## config.mk

```make
export PLATFORM = sky130hd
export DESIGN_NAME = stcl_div
export DESIGN_NICKNAME = d
export VERILOG_FILES = /design/src/rtl/stcl_pkg.sv /design/src/rtl/stcl_div.sv
export SDC_FILE = /design/constraint.sdc
export NUM_CORES = 1
export LEC_CHECK = 0
export BUFFER_PORTS_ARGS = -buffer_cell sky130_fd_sc_hd__buf_2
export CORE_ASPECT_RATIO = 2
export CORE_UTILIZATION = 57
export DETAILED_ROUTE_END_ITERATION = 16
export PLACE_DENSITY = 0.85
export SLEW_MARGIN = 20
export SYNTH_ARGS = -nofsm -noshare
export SYNTH_HDL_FRONTEND = slang
export SYNTH_SLANG_ARGS = --single-unit
export TNS_END_PERCENT = 20
```

## constraint.sdc

```tcl
create_clock -name clk -period 6 [get_ports clk]
set_input_delay 0.9 -clock clk [delete_from_list [all_inputs] [get_ports clk]]
set_output_delay 0.9 -clock clk [all_outputs]
set_load 0.005 [all_outputs]
```

## src/rtl/stcl_pkg.sv

```systemverilog
// ============================================================================
// stcl_pkg
// Shared constants and types for the sample time calibration lookup.
// ============================================================================
`default_nettype none

package stcl_pkg;

    // time axis table geometry
    localparam int AXIS_SIZE   = 256;
    localparam int AXIS_W      = 8;     // log2(AXIS_SIZE), also search step count
    localparam int WINDOW_SH   = 6;     // log2(WINDOW_SIZE), WINDOW_SIZE = 64
    localparam int ENTRY_W     = 16;
    localparam int STEP_W      = 3;     // counts AXIS_W search steps

    // serial divider
    localparam int DIV_W       = 34;    // dividend / quotient width
    localparam int DVS_W       = 18;    // divisor / remainder width
    localparam int DIV_CNT_W   = 6;

    localparam logic [15:0] TIME_RANGE_RST = 16'd48238;

    // operation codes
    localparam logic [1:0] OP_WRITE  = 2'd0;
    localparam logic [1:0] OP_S2T    = 2'd1;
    localparam logic [1:0] OP_T2S    = 2'd2;
    localparam logic [1:0] OP_BINW   = 2'd3;

    // configuration register indexes
    localparam logic REG_TIME_RANGE = 1'b0;

    typedef struct packed {
        logic               start;
        logic [DIV_W-1:0]   dividend;
        logic [DVS_W-1:0]   divisor;
    } div_req_t;

    typedef struct packed {
        logic               done;
        logic [DIV_W-1:0]   quotient;
        logic [DVS_W-1:0]   remainder;
    } div_rsp_t;

endpackage

`default_nettype wire

```

## src/rtl/stcl_div.sv

```systemverilog
// ============================================================================
// stcl_div
// Unsigned restoring divider, one quotient bit per cycle.
// ============================================================================
`default_nettype none

module stcl_div (
    input  wire logic              clk,
    input  wire logic              rst_n,
    input  wire stcl_pkg::div_req_t req,
    output stcl_pkg::div_rsp_t     rsp
);

    logic [stcl_pkg::DIV_W-1:0]     quo_reg, quo_next;
    logic [stcl_pkg::DVS_W-1:0]     rem_reg, rem_next;
    logic [stcl_pkg::DVS_W-1:0]     dvs_reg, dvs_next;
    logic [stcl_pkg::DIV_CNT_W-1:0] cnt_reg, cnt_next;
    logic                           run_reg, run_next;
    logic                           done_reg, done_next;
    logic [stcl_pkg::DVS_W:0]       trial;
    logic [stcl_pkg::DVS_W:0]       diff;
    logic                           ge;

    assign trial = {rem_reg, quo_reg[stcl_pkg::DIV_W-1]};
    assign diff  = trial - {1'b0, dvs_reg};
    assign ge    = (trial >= {1'b0, dvs_reg});

    always_comb
    begin
        quo_next  = quo_reg;
        rem_next  = rem_reg;
        dvs_next  = dvs_reg;
        cnt_next  = cnt_reg;
        run_next  = run_reg;
        done_next = 1'b0;
        if (req.start)
        begin
            quo_next = req.dividend;
            rem_next = '0;
            dvs_next = req.divisor;
            cnt_next = stcl_pkg::DIV_CNT_W'(stcl_pkg::DIV_W);
            run_next = 1'b1;
        end
        else if (run_reg)
        begin
            rem_next = ge ? diff[stcl_pkg::DVS_W-1:0] : trial[stcl_pkg::DVS_W-1:0];
            quo_next = {quo_reg[stcl_pkg::DIV_W-2:0], ge};
            cnt_next = cnt_reg - 1'b1;
            if (cnt_reg == stcl_pkg::DIV_CNT_W'(1))
            begin
                run_next  = 1'b0;
                done_next = 1'b1;
            end
        end
    end

    always_ff @(posedge clk or negedge rst_n)
    begin
        if (!rst_n)
        begin
            cnt_reg  <= '0;
            run_reg  <= 1'b0;
            done_reg <= 1'b0;
        end
        else
        begin
            cnt_reg  <= cnt_next;
            run_reg  <= run_next;
            done_reg <= done_next;
        end
    end

    always_ff @(posedge clk)
    begin
        quo_reg <= quo_next;
        rem_reg <= rem_next;
        dvs_reg <= dvs_next;
    end

    assign rsp.done      = done_reg;
    assign rsp.quotient  = quo_reg;
    assign rsp.remainder = rem_reg;

endmodule

`default_nettype wire

```

# --- Yosys cells after proc, flatten, opt, wreduce, memory -nomap -nowiden ---
# Index checks and enable logic that the tools add are counted.
# W data, S select, Z words.
op_classes:
  n_eq_ne: 1
  muxes: 11
  order_cmp: 1
  add_sub_neg: 2
  n_reduce_logical: 1
op_table:
  columns: ["cell", "n"]
  rows:
  - ["$mux W34", 2]
  - ["$ge A19 B18 Y1", 1]
  - ["$mux W18", 1]
  - ["$sub A18 B18 Y18", 1]
  - ["$mux W6", 2]
  - ["$eq A6 B1 Y1 const B", 1]
  - ["$mux W1", 6]
  - ["$sub A6 B1 Y6 const B", 1]
  - ["$reduce_bool A2 Y1", 1]
totals:
  register_bits: 78
  in_bits: 55
  word_cells: 22
  output_inout_bits: 53

# --- Depth between registers and ports, before layout ---
depth:
  ltp_word: 4
  ltp_mapped: 12
  depth_no_buf: 11

# --- Worst setup path before layout ---
# Ideal clock, no wire load.
synth_path:
  path_type: "register to register"
  startpoint: "reg quo_reg[33] in the netlist's numbering"
  endpoint: "reg rem_reg[16] in the netlist's numbering"
  synth_period_minus_slack_ns: 2.503
  required_time_ns: 5.873
  stages_incl_launch_ff: 12
  arrival_time_ns: 2.376
  path_buffers: 0
  setup_time_ns: 0.127
  slack_ns: 3.497
  cell_sequence: "edfxtp_1 > inv_1 > ha_1 > inv_1 > fa_1 > a211oi_1 > o21ai_0 > a221oi_1 > o21ai_0 > and3b_1 > o211ai_1 > o21ai_1"
synth_via:
  elab_chain_cells: 2
  elab_cells_between_ends: 3
  classes_between: "1 x add/sub; 1 x order compare; 1 x mux"
synth_rtl:
  columns: ["item", "line", "rtl"]
  rows:
  - ["start, declared", "stcl_div.sv:14", "logic [stcl_pkg::DIV_W-1:0] quo_reg, quo_next;"]
  - ["start signal, assigned", "stcl_div.sv:75", "quo_reg <= quo_next;"]
  - ["$sub A18 B18 Y18 or $ge A19 B18 Y1 (tied branches)", "stcl_div.sv:25, stcl_div.sv:26", null]
  - ["$mux W18 *", "stcl_div.sv:46", "rem_next = ge ? diff[stcl_pkg::DVS_W-1:0] : trial[stcl_pkg::DVS_W-1:0];"]
  - ["end signal, assigned", "stcl_div.sv:76", "rem_reg <= rem_next;"]
  - ["end, declared", "stcl_div.sv:15", "logic [stcl_pkg::DVS_W-1:0] rem_reg, rem_next;"]
# Every way passes the cells marked *; elsewhere a longest branch is shown, timed or not.
# A chain may end at the register's enable or synchronous reset.

# --- Worst setup path in the final report ---
layout_path:
  startpoint: "reg quo_reg[33] in the netlist's numbering"
  endpoint: "reg rem_reg[14] in the netlist's numbering"
# The elaborated chain is that of the path after synthesis.

==> metrics.md <==
| Metric | Value |
|---|---|
| Biggest cell delay along the critical path | `0.44 ns` |
| Grt ovf | `0` |
| CTS resizes | `0` |
| DRT Wirelength | `9420 um` |
| Mapped Avg Cell Area | `11.2 um2` |
| PD cells | `286 mW/mm2` |
| Post-DP HPWL | `slightly below 7000 um` |
| Core area | `0.00699 mm2` |
| Worst-case reg-to-reg path depth | `11` |
| Final core utilization | `72.2%` |
| # port buffers | `between 100 and 150` |
| Ys async rst share | `10.3%` |
| Clock transition at path regs | `0.06 ns` |
| Max reg flops | `34` |
| Stages on the worst setup path | `11` |
| Final Hold Vio Count | `0` |
| Critical R2R Capture | `rem_reg[14]` |
| Max Slew Vio Count | `0` |
| Synth Area in Simple Gates | `about 11%` |
| Synth Warn # | `0` |
| Fin crit period | `2.83 ns` |
| Post-synthesis xor/xnor area fraction | `3.38%` |
| End of the critical path | `rem_reg[14]` |
| Starting Density | `between 50% and 60%` |
| Number of global-route vias before repair | `~3400` |
| Drt pass-1 iters | `5` |
| Clk_skew | `0.00858 ns` |
| FMAX | `354 MHz` |
| Worst slew pin tran | `0.916 ns` |
| Post-synth EDFFs | `52` |
| Nets | `552` |
| Cts bufs inserted | `9` |
| Largest family of logic cells by synthesized area | `compound AO/OA/AOI/OAI gates` |
| Root Driver | `clkbuf_16` |
| Seq cells post-synth | `78` |
| VDD IR max | `0.246 mV` |
| Final Total Pwr | `1.45 mW` |
| Startpoint Class | `register` |
| Clock latency on the worst-skew pair | `roughly 0.34 ns` |
| Top-count cell post-synth | `edfxtp_1` |
| Final Cycle Share | `47.1%` |
| Clk sinks | `78` |
| Met2 Use GR | `48.4%` |
| Met1 Use GR | `26.9%` |
| Largest net degree at the start of global routing | `45` |
| Rows | `43` |
| Post-Place Setup Slack | `3.14 ns` |
| Register area share after synthesis | `51.1%` |
| LEAKAGE | `2.29 nW` |
| Synthesized Nets | `446` |
| Top cells by area, synth | `edfxtp_1, mux2_2, dfxtp_1` |
| Worst setup path startpoint | `quo_reg[33]` |
| Post-route DRC | `0` |
| Cells after DPL | `555` |
| Setup tns final | `0 ns` |
| Post-route ant nets | `0` |
| Slew Limit Headroom | `38.9%` |
| RSZ-0062 raised after global routing | `false` |
| CTS max path bufs | `2` |
| Ports | `108` |
| Non-filler cells in the finished layout | `571` |
| Diode count | `0` |
| Die area | `0.00764 mm2` |
| Met3 GRT Util | `between 6 and 7%` |
| Hold crit path type | `in2async` |
| Via count | `roughly 3300` |
| Synth Instances | `370` |
| Layout cells sized above 1 | `34.3%` |
| CP max-delay cell | `a211oi_1` |
| Top cells by count, synth | `edfxtp_1, mux2_2, nor2_1, nand2_1, inv_1` |
| Hold buffers post-CTS | `0` |
| Required time worst endpoint | `6.19 ns` |
| R2r startpoint | `quo_reg[33]` |
| Multiplexer area fraction after synthesis | `roughly a tenth` |
| Clock tree from TritonCTS | `yes` |
| Initial antenna violation count | `0` |
| Wire per inst | `16.5 um` |
| Yosys top cell by area | `edfxtp_1` |
| CP Cell Sequence | `inv_1 -> ha_1 -> inv_1 -> fa_1 -> a211oi_1 -> o21bai_1 -> a21oi_1 -> o31ai_1 -> a21oi_1 -> xor2_1 -> a31oi_1` |
| P&R area growth vs syn | `21.8%` |
| Number of vias per cell | `5.72` |
| Status | `finished, final reports clean` |
| Die width | `62.3 um` |
| CP Class | `reg2reg` |
| Crit path DAT | `3.02 ns` |
| Synth cell types | `59` |
| First-pass GRT wire length | `approximately 15000 um` |
| GP Congestion | `0.923` |
| Detailed Route Iter0 Violations | `185` |
| Postcts setup bufs | `0` |
| R2R Setup Slk | `between 3 and 4 ns` |
| Gr usage total | `26.6%` |
| Post-route setup slack | `approximately 3.2 ns` |
| Final setup violating endpoints | `0` |
| GR peak layer | `met2` |
| Critical path peak fanout | `4` |
| Mapped cell area | `0.00415 mm2` |
| Max Cap Viol | `0` |
| Post-synth top flop | `edfxtp_1` |
| Synth Area in Adders | `6.51%` |
| H-tree Lvls | `3` |
| Die H | `around 120 um` |
| CP Capture Type | `register` |
| Critical path buffers and inverters | `2` |
| Compound-Gate Fraction of Synth Area | `12.6%` |
| Share of the synthesized area in the top cell type | `37.6%` |
| Top Family by Delay on Critical Path | `compound AO/OA/AOI/OAI gates` |
[power breakdown]
| part | total (mW) | switching, mW | leakage, nW | internal (mW) |
|---|---|---|---|---|
| registers | 0.653 | 0.0279 | 0.780 | 0.625 |
| logic | 0.213 | 0.109 | 1.35 | 0.104 |
| clock network | 0.579 | 0.215 | 0.156 | 0.364 |
| total | 1.45 | 0.352 | 2.29 | 1.09 |
[through the flow]
| step | area, um2 | hold WS [ns] |
|---|---|---|
| 2_1_floorplan | 4150 | 0.471 |
| 3_3_place_gp | 4740 | 0.499 |
| 3_5_place_dp | 4740 | 0.504 |
| 4_1_cts | 5050 | 0.386 |
| 5_1_grt | 5050 | 0.398 |
| 6_report | 5050 | 0.390 |
[cell families (layout without fill, tap and decap cells)]
logic type,count (synthesis),after routing
AOI/OAI and AO/OA,76,76
xor gates and xnor gates,16,16
adders and majority gates,21,21
buffers and inverters,40,151
DFF,78,78
muxes,40,40
and+or+nand+nor,99,99
[placed cells by master (no fill, tap or decap), types with 5 or more instances in the layout]
cell type	instances
a311oi_1	5
a211oi_1	12
o21ai_0	14
dfrtp_1	8
a21oi_1	11
mux2i_1	7
a21o_1	6
nor3_1	5
xnor2_1	13
clkbuf_16	9
nor2_1	33
mux2_2	33
dfxtp_1	18
inv_1	24
nor4_1	5
edfxtp_1	52
buf_2	107
ha_1	20
nand3_1	6
nand2_1	27
[routing by layer]
layer	wire length (um)	vias to the layer above
met2	5220	137
met3	558	29
met4	327	0
met1	3310	1520
met5	0	-
li1	-	1581
[final cells by class]
type                            instances  area, um2
Multi-Input combinational cell        252       1850
Timing Repair Buffer                  110        558
Clock buffer                           10        229
Fill cell                             499       1940
Sequential cell                        78       2120
Tap cell                               90        113
Inverter                               25       93.8
Clock inverter                          6       87.6
[worst min path at each step]
stage	start	to	slack, ns	cells after the start
floorplan	cnt_reg[4]	done_reg	0.47	1
global placement	rem_reg[4]	rem_reg[5]	0.50	2
detailed placement	rem_reg[4]	rem_reg[5]	0.50	2
CTS	rst_n	cnt_reg[0]	0.39	1
global route	rst_n	cnt_reg[0]	0.40	1
finish	rst_n	cnt_reg[5]	0.39	1
Note: power is estimated with default switching activity, not from simulation.
